**src/sv/rhrp_pkg.sv**
```systemverilog
package rhrp_pkg;

    // Configuration register indexes
    localparam logic [2:0] REG_PANEL_WIDTH = 3'd0;
    localparam logic [2:0] REG_CENTER_COL  = 3'd1;
    localparam logic [2:0] REG_CENTER_ROW  = 3'd2;
    localparam logic [2:0] REG_PHASE_STEP  = 3'd3;
    localparam logic [2:0] REG_RING_SCALE  = 3'd4;

    // Reset values of the configuration registers
    localparam logic [6:0]  RST_PANEL_WIDTH = 7'd32;
    localparam logic [9:0]  RST_CENTER_COL  = 10'd248;
    localparam logic [9:0]  RST_CENTER_ROW  = 10'd248;
    localparam logic [15:0] RST_PHASE_STEP  = 16'd256;
    localparam logic [11:0] RST_RING_SCALE  = 12'd256;

    // Hue wheel
    localparam int unsigned HUE_STEPS  = 96;
    localparam int unsigned PHASE_WRAP = HUE_STEPS * 256;

    // Iteration counts of the shared subtractor
    localparam int unsigned SQRT_STEPS = 30;
    localparam int unsigned DIV_STEPS  = 18;

endpackage

```
**src/sv/radial_hue_ring_pixel.sv**
```systemverilog
// An accepted pixel beat passes through the multiply states, 30 square-root steps,
// 18 divide steps, the hue state and the output state before its result beat;
// an advance beat goes straight to the output state. One item in flight: the next is
// accepted once the result is moved to the output register.
// The shared compare-subtract unit produces one root or quotient bit per cycle.
// Reset (rst_n low, asynchronous): idle, phase zero, config registers at defaults.
module radial_hue_ring_pixel
(
    input  logic        clk,
    input  logic        rst_n,
    // input stream
    input  logic        s_tvalid,
    output logic        s_tready,
    input  logic [15:0] s_tdata,   // [5:0] pixel_col, [11:6] pixel_row, [15:12] zero
    input  logic [0:0]  s_tuser,   // [0] mode
    // output stream
    output logic        m_tvalid,
    input  logic        m_tready,
    output logic [7:0]  m_tdata,   // [6:0] hue_index, [7] frame_start
    // configuration write port
    input  logic        cfg_we,
    input  logic [2:0]  cfg_addr,
    input  logic [15:0] cfg_data
);

    // Sequencer states
    localparam logic [3:0] ST_IDLE = 4'd0;
    localparam logic [3:0] ST_MDX  = 4'd1;  // dx squared
    localparam logic [3:0] ST_MDY  = 4'd2;  // add dy squared
    localparam logic [3:0] ST_MAA  = 4'd3;  // A squared, A = scale*96
    localparam logic [3:0] ST_MLO  = 4'd4;  // low half of A*A times B
    localparam logic [3:0] ST_MHI  = 4'd5;  // high half, accumulate
    localparam logic [3:0] ST_SQRT = 4'd6;  // restoring square root
    localparam logic [3:0] ST_DIV  = 4'd7;  // divide root/4096 by width-1
    localparam logic [3:0] ST_HUE  = 4'd8;  // phase minus q, wrap
    localparam logic [3:0] ST_FIN  = 4'd9;  // hand result to output register

    localparam logic [4:0] SQRT_LAST = 5'(rhrp_pkg::SQRT_STEPS - 1);
    localparam logic [4:0] DIV_LAST  = 5'(rhrp_pkg::DIV_STEPS - 1);
    localparam logic [7:0] HUE_N8    = 8'(rhrp_pkg::HUE_STEPS);
    localparam logic [8:0] HUE_N9    = 9'(rhrp_pkg::HUE_STEPS);
    localparam logic [17:0] WRAP18   = 18'(rhrp_pkg::PHASE_WRAP);

    // Configuration registers
    logic [6:0]  panel_width_reg;
    logic [9:0]  center_col_reg;
    logic [9:0]  center_row_reg;
    logic [15:0] phase_step_reg;
    logic [11:0] ring_scale_reg;

    // Frame state
    logic [14:0] phase_reg, phase_next;

    // Sequencer and datapath
    logic [3:0]  state_reg, state_next;
    logic [4:0]  cnt_reg, cnt_next;
    logic [9:0]  dx_reg, dx_next;          // |dx| in sixteenths
    logic [9:0]  dy_reg, dy_next;
    logic [20:0] ssq_reg, ssq_next;        // dx*dx + dy*dy
    logic [37:0] a2_reg, a2_next;          // A*A
    logic [59:0] rad_reg, rad_next;        // radicand, shifts out two bits per step
    logic [31:0] rem_reg, rem_next;        // root remainder
    logic [29:0] root_reg, root_next;
    logic [17:0] dvd_reg, dvd_next;        // dividend in, quotient out
    logic [6:0]  drem_reg, drem_next;      // divide remainder
    logic [6:0]  qm_reg, qm_next;          // quotient mod 96
    logic [6:0]  res_hue_reg, res_hue_next;
    logic        res_fs_reg, res_fs_next;

    // Output register
    logic        out_valid_reg, out_valid_next;
    logic [7:0]  out_data_reg, out_data_next;

    // Shared multiplier
    logic [18:0] mul_a;
    logic [21:0] mul_b;
    logic [40:0] mul_p;

    // Shared compare-subtract unit
    logic [33:0] sub_a;
    logic [33:0] sub_b;
    logic [34:0] sub_d;
    logic        sub_ge;

    // Helpers
    logic        accept;
    logic [10:0] dx_s, dy_s;
    logic [18:0] a_val;
    logic [21:0] b_val;
    logic [6:0]  wm1;
    logic [17:0] adv_sum;
    logic [17:0] adv_wrap;
    logic [7:0]  qm_t;
    logic [6:0]  ph_hi;
    logic        carry_up;
    logic [8:0]  hue_v;
    logic [8:0]  hue_w;

    assign s_tready = (state_reg == ST_IDLE);
    assign accept   = s_tvalid && s_tready;
    assign m_tvalid = out_valid_reg;
    assign m_tdata  = out_data_reg;

    // Signed offsets from the ring center; keep magnitudes for squaring
    assign dx_s = {1'b0, s_tdata[5:0], 4'b0000} - {1'b0, center_col_reg};
    assign dy_s = {1'b0, s_tdata[11:6], 4'b0000} - {1'b0, center_row_reg};

    // A = scale*96 = scale*64 + scale*32
    assign a_val = {1'b0, ring_scale_reg, 6'b0} + {2'b0, ring_scale_reg, 5'b0};
    assign b_val = {ssq_reg, 1'b0};

    // A width of 0 or 1 behaves as 2
    assign wm1 = (panel_width_reg < 7'd2) ? 7'd1 : (panel_width_reg - 7'd1);

    assign mul_p = 41'(mul_a) * 41'(mul_b);
    assign sub_d = {1'b0, sub_a} - {1'b0, sub_b};
    assign sub_ge = !sub_d[34];

    // Advance: add signed step, wrap once
    assign adv_sum  = {3'b000, phase_reg} + {{2{phase_step_reg[15]}}, phase_step_reg};
    assign adv_wrap = adv_sum[17] ? (adv_sum + WRAP18)
                    : ((adv_sum >= WRAP18) ? (adv_sum - WRAP18) : adv_sum);

    // Quotient bit enters the running mod-96 remainder
    assign qm_t = {qm_reg, !sub_d[34]};

    // trunc(phase/256 - q): step up by one when negative with a nonzero fraction
    assign ph_hi    = phase_reg[14:8];
    assign carry_up = ({11'b0, ph_hi} < dvd_reg) && (phase_reg[7:0] != 8'd0);
    assign hue_v    = {2'b00, ph_hi} + {8'b0, carry_up} - {2'b00, qm_reg};
    assign hue_w    = hue_v[8] ? (hue_v + HUE_N9)
                    : ((hue_v >= HUE_N9) ? (hue_v - HUE_N9) : hue_v);

    always_comb
    begin
        case (state_reg)
            ST_MDX:
            begin
                mul_a = {9'b0, dx_reg};
                mul_b = {12'b0, dx_reg};
            end
            ST_MDY:
            begin
                mul_a = {9'b0, dy_reg};
                mul_b = {12'b0, dy_reg};
            end
            ST_MAA:
            begin
                mul_a = a_val;
                mul_b = {3'b000, a_val};
            end
            ST_MLO:
            begin
                mul_a = a2_reg[18:0];
                mul_b = b_val;
            end
            ST_MHI:
            begin
                mul_a = a2_reg[37:19];
                mul_b = b_val;
            end
            default:
            begin
                mul_a = '0;
                mul_b = '0;
            end
        endcase
    end

    always_comb
    begin
        case (state_reg)
            ST_SQRT:
            begin
                sub_a = {rem_reg, rad_reg[59:58]};
                sub_b = {2'b00, root_reg, 2'b01};
            end
            ST_DIV:
            begin
                sub_a = {26'b0, drem_reg, dvd_reg[17]};
                sub_b = {27'b0, wm1};
            end
            default:
            begin
                sub_a = '0;
                sub_b = '0;
            end
        endcase
    end

    always_comb
    begin
        state_next     = state_reg;
        cnt_next       = cnt_reg;
        phase_next     = phase_reg;
        dx_next        = dx_reg;
        dy_next        = dy_reg;
        ssq_next       = ssq_reg;
        a2_next        = a2_reg;
        rad_next       = rad_reg;
        rem_next       = rem_reg;
        root_next      = root_reg;
        dvd_next       = dvd_reg;
        drem_next      = drem_reg;
        qm_next        = qm_reg;
        res_hue_next   = res_hue_reg;
        res_fs_next    = res_fs_reg;
        out_valid_next = out_valid_reg;
        out_data_next  = out_data_reg;

        // Drop the output beat once taken
        if (out_valid_reg && m_tready)
        begin
            out_valid_next = 1'b0;
        end

        case (state_reg)
            ST_IDLE:
            begin
                if (accept)
                begin
                    if (s_tuser[0])
                    begin
                        phase_next   = adv_wrap[14:0];
                        res_hue_next = '0;
                        res_fs_next  = (adv_wrap[14:0] == 15'd0);
                        state_next   = ST_FIN;
                    end
                    else
                    begin
                        dx_next    = dx_s[10] ? 10'(-dx_s) : dx_s[9:0];
                        dy_next    = dy_s[10] ? 10'(-dy_s) : dy_s[9:0];
                        state_next = ST_MDX;
                    end
                end
            end
            ST_MDX:
            begin
                ssq_next   = {1'b0, mul_p[19:0]};
                state_next = ST_MDY;
            end
            ST_MDY:
            begin
                ssq_next   = ssq_reg + {1'b0, mul_p[19:0]};
                state_next = ST_MAA;
            end
            ST_MAA:
            begin
                a2_next    = mul_p[37:0];
                state_next = ST_MLO;
            end
            ST_MLO:
            begin
                rad_next   = {19'b0, mul_p};
                state_next = ST_MHI;
            end
            ST_MHI:
            begin
                rad_next   = rad_reg + {mul_p[40:0], 19'b0};
                rem_next   = '0;
                root_next  = '0;
                cnt_next   = '0;
                state_next = ST_SQRT;
            end
            ST_SQRT:
            begin
                rad_next = {rad_reg[57:0], 2'b00};
                if (sub_ge)
                begin
                    rem_next  = sub_d[31:0];
                    root_next = {root_reg[28:0], 1'b1};
                end
                else
                begin
                    rem_next  = sub_a[31:0];
                    root_next = {root_reg[28:0], 1'b0};
                end
                if (cnt_reg == SQRT_LAST)
                begin
                    cnt_next   = '0;
                    state_next = ST_DIV;
                    // Dividend is root/4096; the root bit found now lies below it
                    dvd_next   = root_reg[28:11];
                    drem_next  = '0;
                    qm_next    = '0;
                end
                else
                begin
                    cnt_next = cnt_reg + 5'd1;
                end
            end
            ST_DIV:
            begin
                dvd_next  = {dvd_reg[16:0], sub_ge};
                drem_next = sub_ge ? sub_d[6:0] : sub_a[6:0];
                qm_next   = (qm_t >= HUE_N8) ? 7'(qm_t - HUE_N8) : qm_t[6:0];
                if (cnt_reg == DIV_LAST)
                begin
                    state_next = ST_HUE;
                end
                else
                begin
                    cnt_next = cnt_reg + 5'd1;
                end
            end
            ST_HUE:
            begin
                res_hue_next = hue_w[6:0];
                res_fs_next  = 1'b0;
                state_next   = ST_FIN;
            end
            ST_FIN:
            begin
                // Hold until the output register is free
                if (!out_valid_reg || m_tready)
                begin
                    out_valid_next = 1'b1;
                    out_data_next  = {res_fs_reg, res_hue_reg};
                    state_next     = ST_IDLE;
                end
            end
            default:
            begin
                state_next = ST_IDLE;
            end
        endcase
    end

    // Configuration writes; unknown indexes are dropped
    always_ff @(posedge clk or negedge rst_n)
    begin
        if (!rst_n)
        begin
            panel_width_reg <= rhrp_pkg::RST_PANEL_WIDTH;
            center_col_reg  <= rhrp_pkg::RST_CENTER_COL;
            center_row_reg  <= rhrp_pkg::RST_CENTER_ROW;
            phase_step_reg  <= rhrp_pkg::RST_PHASE_STEP;
            ring_scale_reg  <= rhrp_pkg::RST_RING_SCALE;
        end
        else if (cfg_we)
        begin
            case (cfg_addr)
                rhrp_pkg::REG_PANEL_WIDTH: panel_width_reg <= cfg_data[6:0];
                rhrp_pkg::REG_CENTER_COL:  center_col_reg  <= cfg_data[9:0];
                rhrp_pkg::REG_CENTER_ROW:  center_row_reg  <= cfg_data[9:0];
                rhrp_pkg::REG_PHASE_STEP:  phase_step_reg  <= cfg_data;
                rhrp_pkg::REG_RING_SCALE:  ring_scale_reg  <= cfg_data[11:0];
                default:
                begin
                end
            endcase
        end
    end

    // Control state
    always_ff @(posedge clk or negedge rst_n)
    begin
        if (!rst_n)
        begin
            state_reg     <= ST_IDLE;
            cnt_reg       <= '0;
            phase_reg     <= '0;
            out_valid_reg <= 1'b0;
        end
        else
        begin
            state_reg     <= state_next;
            cnt_reg       <= cnt_next;
            phase_reg     <= phase_next;
            out_valid_reg <= out_valid_next;
        end
    end

    // Datapath
    always_ff @(posedge clk)
    begin
        dx_reg       <= dx_next;
        dy_reg       <= dy_next;
        ssq_reg      <= ssq_next;
        a2_reg       <= a2_next;
        rad_reg      <= rad_next;
        rem_reg      <= rem_next;
        root_reg     <= root_next;
        dvd_reg      <= dvd_next;
        drem_reg     <= drem_next;
        qm_reg       <= qm_next;
        res_hue_reg  <= res_hue_next;
        res_fs_reg   <= res_fs_next;
        out_data_reg <= out_data_next;
    end

endmodule
```
**config.mk**
```make
export PLATFORM = sky130hd
export DESIGN_NAME = radial_hue_ring_pixel
export DESIGN_NICKNAME = d
export VERILOG_FILES = /design/src/sv/rhrp_pkg.sv /design/src/sv/radial_hue_ring_pixel.sv
export SDC_FILE = /design/constraint.sdc
export NUM_CORES = 2
export LEC_CHECK = 0
export BUFFER_PORTS_ARGS = -buffer_cell sky130_fd_sc_hd__buf_2
export CAP_MARGIN = 20
export CORE_MARGIN = 4
export CORE_UTILIZATION = 60
export DETAILED_ROUTE_END_ITERATION = 10
export PLACE_DENSITY = 0.84
export SLEW_MARGIN = 40
export SYNTH_ARGS = -nofsm -noshare
export SYNTH_HDL_FRONTEND = slang
export SYNTH_SLANG_ARGS = --single-unit
```
**constraint.sdc**
```tcl
create_clock -name clk -period 25.5 [get_ports clk]
set_input_delay 5.1 -clock clk [delete_from_list [all_inputs] [get_ports clk]]
set_output_delay 5.1 -clock clk [all_outputs]
set_load 0.01 [all_outputs]
```
; ---- Word level (Yosys, flattened, before mapping)
; Cells that the tools add are included.
[op_classes]
div = 0
n_bitwise = 1
eq_ne = 21
reduce_logical = 29
shifts = 0
mux = 42
mul = 1
addsub = 18
magnitude_cmp = 5
[ops]
columns = operator, count
row1 = 60-bit case mux with 3 select lines, 1
row2 = 32-bit case mux with 2 select lines, 2
row3 = 19-bit case mux with 5 select lines, 1
row4 = 22-bit case mux with 4 select lines, 1
row5 = 34-bit case mux with 2 select lines, 1
row6 = 60-bit adder, 1
row7 = 30-bit case mux with 2 select lines, 1
row8 = 7-bit 2-to-1 mux, 8
row9 = 21-bit case mux with 2 select lines, 1
row10 = 7-bit case mux with 2 select lines, 3
row11 = 19-bit by 22-bit multiplier with 41-bit output, 1
row12 = 4-bit case mux with 10 select lines, 1
row13 = 18-bit case mux with 2 select lines, 1
row14 = 34-bit by 34-bit subtractor with 35-bit output, 1
row15 = 32-bit 2-to-1 mux, 1
row16 = 15-bit 2-to-1 mux, 2
row17 = 10-bit by 10-bit subtractor with 11-bit output, 2
row18 = 21-bit by 20-bit adder with 21-bit output, 1
row19 = 10-bit 2-to-1 mux, 2
row20 = 4-bit 2-to-1 mux, 5
row21 = 10-bit negation, 2
row22 = 18-bit by 17-bit adder with 19-bit output, 1
row23 = 18-bit by 15-bit greater-or-equal comparator with 1-bit output (second input constant), 1
row24 = 7-bit by 18-bit less-than comparator with 1-bit output, 1
row25 = 41 further kinds, 75
[word_totals]
ramBits = 0
in_bits = 41
rom_bits = 0
word_cells = 139
n_memories = 0
register_bits = 329
latchBits = 0

; ---- Logic depth before layout (Yosys ltp)
[logic_depth]
depth_word = 8
mapped_depth = 49
ltp_nobuf = 47

; ---- Worst setup path after synthesis
; No wires, ideal clock.
[synth_timing]
path_type = register -> register
start = reg state_reg[1]
end = reg rad_reg[59], data pin
setup_ps = 266
path_buffers = 5
arrival_time_ps = 10332
required_ps = 25234
slack_ps = 14902
path_stages_with_launch = 42
period_less_slack_ps = 10598
path_cell_list = dfrtp_1 clkbuf_1 and2_1 clkbuf_1 nand2_1 inv_1 clkbuf_1 nand2_1 o21ai_1 clkbuf_1 nand2_1 fa_1 inv_1 fa_1 inv_1 fa_1 inv_1 fa_1 (+6 left out) and3_1 nand3_1 a211oi_1 o31ai_1 a31oi_1 xor2_1 ha_1 a21o_1 a21o_1 a21oi_1 o21bai_1 a21oi_1 nand3_1 a221o_1 a21oi_1 xnor2_1 xnor2_1 o21ai_1
[synth_via]
elab_chain_len = 6
[synth_rtl]
columns = item, line_no
row1 = start: declaration, radial_hue_ring_pixel.sv:55  ; logic [3:0] state_reg, state_next;
row2 = start signal: assignment, radial_hue_ring_pixel.sv:367  ; state_reg <= state_next;
row3 = 4-bit by 3-bit equality test with 1-bit output, radial_hue_ring_pixel.sv:136  ; case (state_reg)
row4 = 2-bit OR reduction (no source line), -
row5 = 22-bit case mux with 4 select lines, radial_hue_ring_pixel.sv:136
row6 = 19-bit by 22-bit multiplier with 41-bit output *, radial_hue_ring_pixel.sv:115  ; assign mul_p = 41'(mul_a) * 41'(mul_b);
row7 = net mul_p[31], radial_hue_ring_pixel.sv:77  ; logic [40:0] mul_p;
row8 = 60-bit adder *, radial_hue_ring_pixel.sv:259  ; rad_next = rad_reg + {mul_p[40:0], 19'b0};
row9 = 60-bit case mux with 3 select lines *, radial_hue_ring_pixel.sv:217  ; case (state_reg)
row10 = net rad_next[59], radial_hue_ring_pixel.sv:61  ; logic [59:0] rad_reg, rad_next;
row11 = end signal: assignment, radial_hue_ring_pixel.sv:381  ; rad_reg <= rad_next;
row12 = end: declaration, radial_hue_ring_pixel.sv:61
; Mark *: on every way through the listed nets, which the timed path passes. The rest lies on a longest branch.
; A chain may end at the register's enable or synchronous reset.

; ---- Worst setup path in the final report
[layout_timing]
start = reg ring_scale_reg[1]
end = reg rad_reg[59], data pin
[layout_via]
elab_chain_len = 5
[layout_rtl]
columns = item, line_no
row1 = start: declaration, radial_hue_ring_pixel.sv:49  ; logic [11:0] ring_scale_reg;
row2 = start signal: assignment, radial_hue_ring_pixel.sv:338  ; ring_scale_reg <= rhrp_pkg::RST_RING_SCALE;
row3 = start signal: assignment, radial_hue_ring_pixel.sv:347  ; rhrp_pkg::REG_RING_SCALE: ring_scale_reg <= cfg_data[11:0];
row4 = 18-bit by 17-bit adder with 19-bit output *, radial_hue_ring_pixel.sv:109  ; assign a_val = {1'b0, ring_scale_reg, 6'b0} + {2'b0, ring_scale_reg, 5'b0};
row5 = 19-bit case mux with 5 select lines / 22-bit case mux with 4 select lines (equally long branches), radial_hue_ring_pixel.sv:136
row6 = 19-bit by 22-bit multiplier with 41-bit output *, radial_hue_ring_pixel.sv:115
row7 = net mul_p[31], radial_hue_ring_pixel.sv:77
row8 = 60-bit adder *, radial_hue_ring_pixel.sv:259
row9 = 60-bit case mux with 3 select lines *, radial_hue_ring_pixel.sv:217
row10 = net rad_next[59], radial_hue_ring_pixel.sv:61
; Marks and branches as above.

==> flow_metrics.env <==
export IMPL_drtIter0Drc=2736
export IMPL_relSlewSlack_pct=38.2
export IMPL_seq_area_um2=9500
export IMPL_multi_input_area_um2=22400
export IMPL_grt_max_degree=76
export IMPL_slowest_stage="xor2_1"
export IMPL_port_buffers=46
export IMPL_ys_async_sr_fraction_pct=24.3
export IMPL_required_ns=25.75
export IMPL_ys_warn_count=0
export IMPL_numCtsBuffers=37
export IMPL_grt_pass1_vias=28100
export IMPL_largest_reg_flops=60
export IMPL_wl_met3_mm=8.23
export IMPL_grt_remaining_overflow=0
export IMPL_start_kind="flip-flop"
export IMPL_max_freq_mhz=80.9
export IMPL_initial_utilization_pct=60.8
export IMPL_synth_top_area_cell="edfxtp_1"
export IMPL_clockBufferDepth=3
export IMPL_area_growth_pct=7.03
export IMPL_drive_gt1_share_pct=6.80
export IMPL_synthCells=3726
export IMPL_grtUsageTotal_pct=30.4
export IMPL_path_buf_inv=5
export IMPL_yosys_top_cells_area="edfxtp_1, fa_1, ha_1"
export IMPL_skew_ns=0.0228
export IMPL_dieWidth_um=247
export IMPL_synth_compound_area_share_pct=13.5
export IMPL_critPathTopFamily="compound AO/OA/AOI/OAI gates"
export IMPL_clkLatencyLatePin_ns=0.54
export IMPL_seq_area_frac_synth_pct=27.6
export IMPL_dpl_hpwl_mm=68.4
export IMPL_min_from="res_fs_reg"
export IMPL_cp_end_kind="flip-flop"
export IMPL_finish_utilization_pct=65.1
export IMPL_cp_arrival_ns=12.61
export IMPL_worstSetupPathType="reg -> reg"
export IMPL_clk_pin_slew_ns=0.06
export IMPL_yosys_mux_area_fraction_pct=1.91
export IMPL_synthAdderAreaFrac_pct=30.5
export IMPL_reg2reg_slack_ns=13.14
export IMPL_setup_viol=0
export IMPL_wl_met1_mm=34.4
export IMPL_wl_met2_mm=42.9
export IMPL_r2r_start="ring_scale_reg[1]"
export IMPL_rsz0062_at_grt="false"
export IMPL_min_path_cells=0
export IMPL_final_nets=4407
export IMPL_cp_max_fo=11
export IMPL_cpMostUsedCell="a21oi_1"
export IMPL_max_stage_delay_ns=0.62
export IMPL_worstReg2RegEnd="rad_reg[59]"
export IMPL_vias=27300
export IMPL_highest_layer="met4"
export IMPL_finalSetupTns_ns=0
export IMPL_num_rows=87
export IMPL_antenna_cells=0
export IMPL_finalHoldViolations=0
export IMPL_ys_types=81
export IMPL_hold_buffers=0
export IMPL_drcViolationCount=0
export IMPL_fillers=4287
export IMPL_post_cts_resized=0
export IMPL_core_region_area_um2=56500
export IMPL_gp_congestion=0.983
export IMPL_cts_tree="built"
export IMPL_period_share_pct=48.5
export IMPL_min_path_type="reg -> reg"
export IMPL_firstDrtPassIters=6
export IMPL_postCtsSetupBuffers=0
export IMPL_finalCriticalPeriod_ns=12.36
export IMPL_routed_wl_mm=91.5
export IMPL_synth_seq_cells=329
export IMPL_slew_viol_final=0
export IMPL_netlist_area_leader_share_pct=21.8
export IMPL_synth_edf_count=249
export IMPL_wl_per_cell_um=20.2
export IMPL_synth_area_per_cell_um2=9.22
export IMPL_via_per_inst=6.05
export IMPL_antenna_found_initial=0
export IMPL_detail_route_antenna_nets=0
export IMPL_cts_root_buffer="clkbuf_16"
export IMPL_outcome="finished, final reports clean"
export IMPL_clock_sinks=329
export IMPL_whs_endpoint="m_tdata[7]"
export IMPL_io_pins=51
export IMPL_post_synth_instance_area_um2=34300
export IMPL_dieArea_um2=61100
export IMPL_synth_xor_xnor_area_share_pct=4.56
export IMPL_die_y_um=247
export IMPL_yosys_area_share_simple_pct=14.2
export IMPL_max_cap_violations=0
export IMPL_synth_top_family_by_area="adder cells"
export IMPL_reg2regPathDepth=43
export IMPL_max_slew_worst_pin_slew_ns=0.927
export IMPL_htreeDepth=2
export IMPL_synth_ff_type="edfxtp_1"
export IMPL_grt_first_pass_wirelength_mm=147
[placed cells by master (no fill, tap or decap), types with 8 or more instances in the layout]
cell type,n
nand2_1,511
a22oi_1,24
clkbuf_1,9
and3_1,23
a211o_1,8
xnor2_1,112
and2_1,68
nand3_1,43
a31oi_1,21
buf_4,49
mux2_2,44
buf_2,46
o31ai_1,19
o21bai_1,27
nor2b_1,34
mux2i_1,16
a221oi_1,8
a21oi_1,181
nand4_1,9
edfxtp_1,249
inv_1,557
fa_1,346
nand2b_1,34
o21ai_0,153
xor2_1,63
dfstp_2,13
clkbuf_16,37
o21a_1,24
a221o_1,16
conb_1,9
a22o_1,29
nor3_1,29
ha_1,284
o22ai_1,10
a211oi_1,14
nor2_1,316
a21o_1,95
or3_1,11
dfrtp_1,66
[kinds of logic after synthesis]
logic type,Yosys count
mux,60
flops,329
simple gates,1126
buf+inv,693
xor+xnor,179
fa+ha+maj,630
other cells,2
compound gates,707
[through the flow]
step           instance area [um^2]  hold slack (ns)  std cells  setup WS, ns
2_1_floorplan                 34400            0.400       3733         14.90
3_3_place_gp                  35500            0.402       4449         13.19
3_5_place_dp                  35600            0.410       4452         13.52
4_1_cts                       36700            0.424       4518         13.36
5_1_grt                       36800            0.435       4519         12.61
6_report                      36800            0.425       4519         13.14
[worst max path at each step]
stage	startpoint	depth (start not counted)	to	slack, ns
floorplan	state_reg[1]	41	rad_reg[59]	14.90
global placement	state_reg[1]	38	rad_reg[59]	13.19
detailed placement	ring_scale_reg[1]	43	rad_reg[59]	13.52
CTS	ring_scale_reg[1]	43	rad_reg[59]	13.36
global route	ring_scale_reg[1]	43	rad_reg[59]	12.61
finish	ring_scale_reg[1]	43	rad_reg[59]	13.14
[synthesized netlist by cell type (all sizes together) (24+ instances only)]
cell type  instances
inv              558
nand2            516
fa               346
nor2             323
ha               284
edfxtp           249
a21oi            184
o21ai            160
clkbuf           123
xnor2            115
a21o              95
and2              69
dfrtp             67
xor2              64
mux2              44
nand3             44
nor2b             35
nand2b            34
nor3              31
a22o              29
o21bai            27
a22oi             24
o21a              24
[layout make-up]
| class | instances | area share (%) |
|---|---|---|
| Clock buffer | 48 | 2.69 |
| Clock inverter | 18 | 0.470 |
| Inverter | 559 | 5.71 |
| Tap cell | 756 | 2.57 |
| Sequential cell | 329 | 25.8 |
| Multi-Input combinational cell | 2711 | 60.9 |
| Timing Repair Buffer | 98 | 1.80 |
[metal layers]
metal  global-route usage (%)  vias to the layer above
met4                     16.3                        0
met2                     50.4                     1348
met1                     37.8                    13300
li1                         -                    12400
met5                        0                        -
met3                     5.69                      368
Power is not shown: default switching activity piles up to over one toggle a cycle in this logic, so the estimate is an artifact.
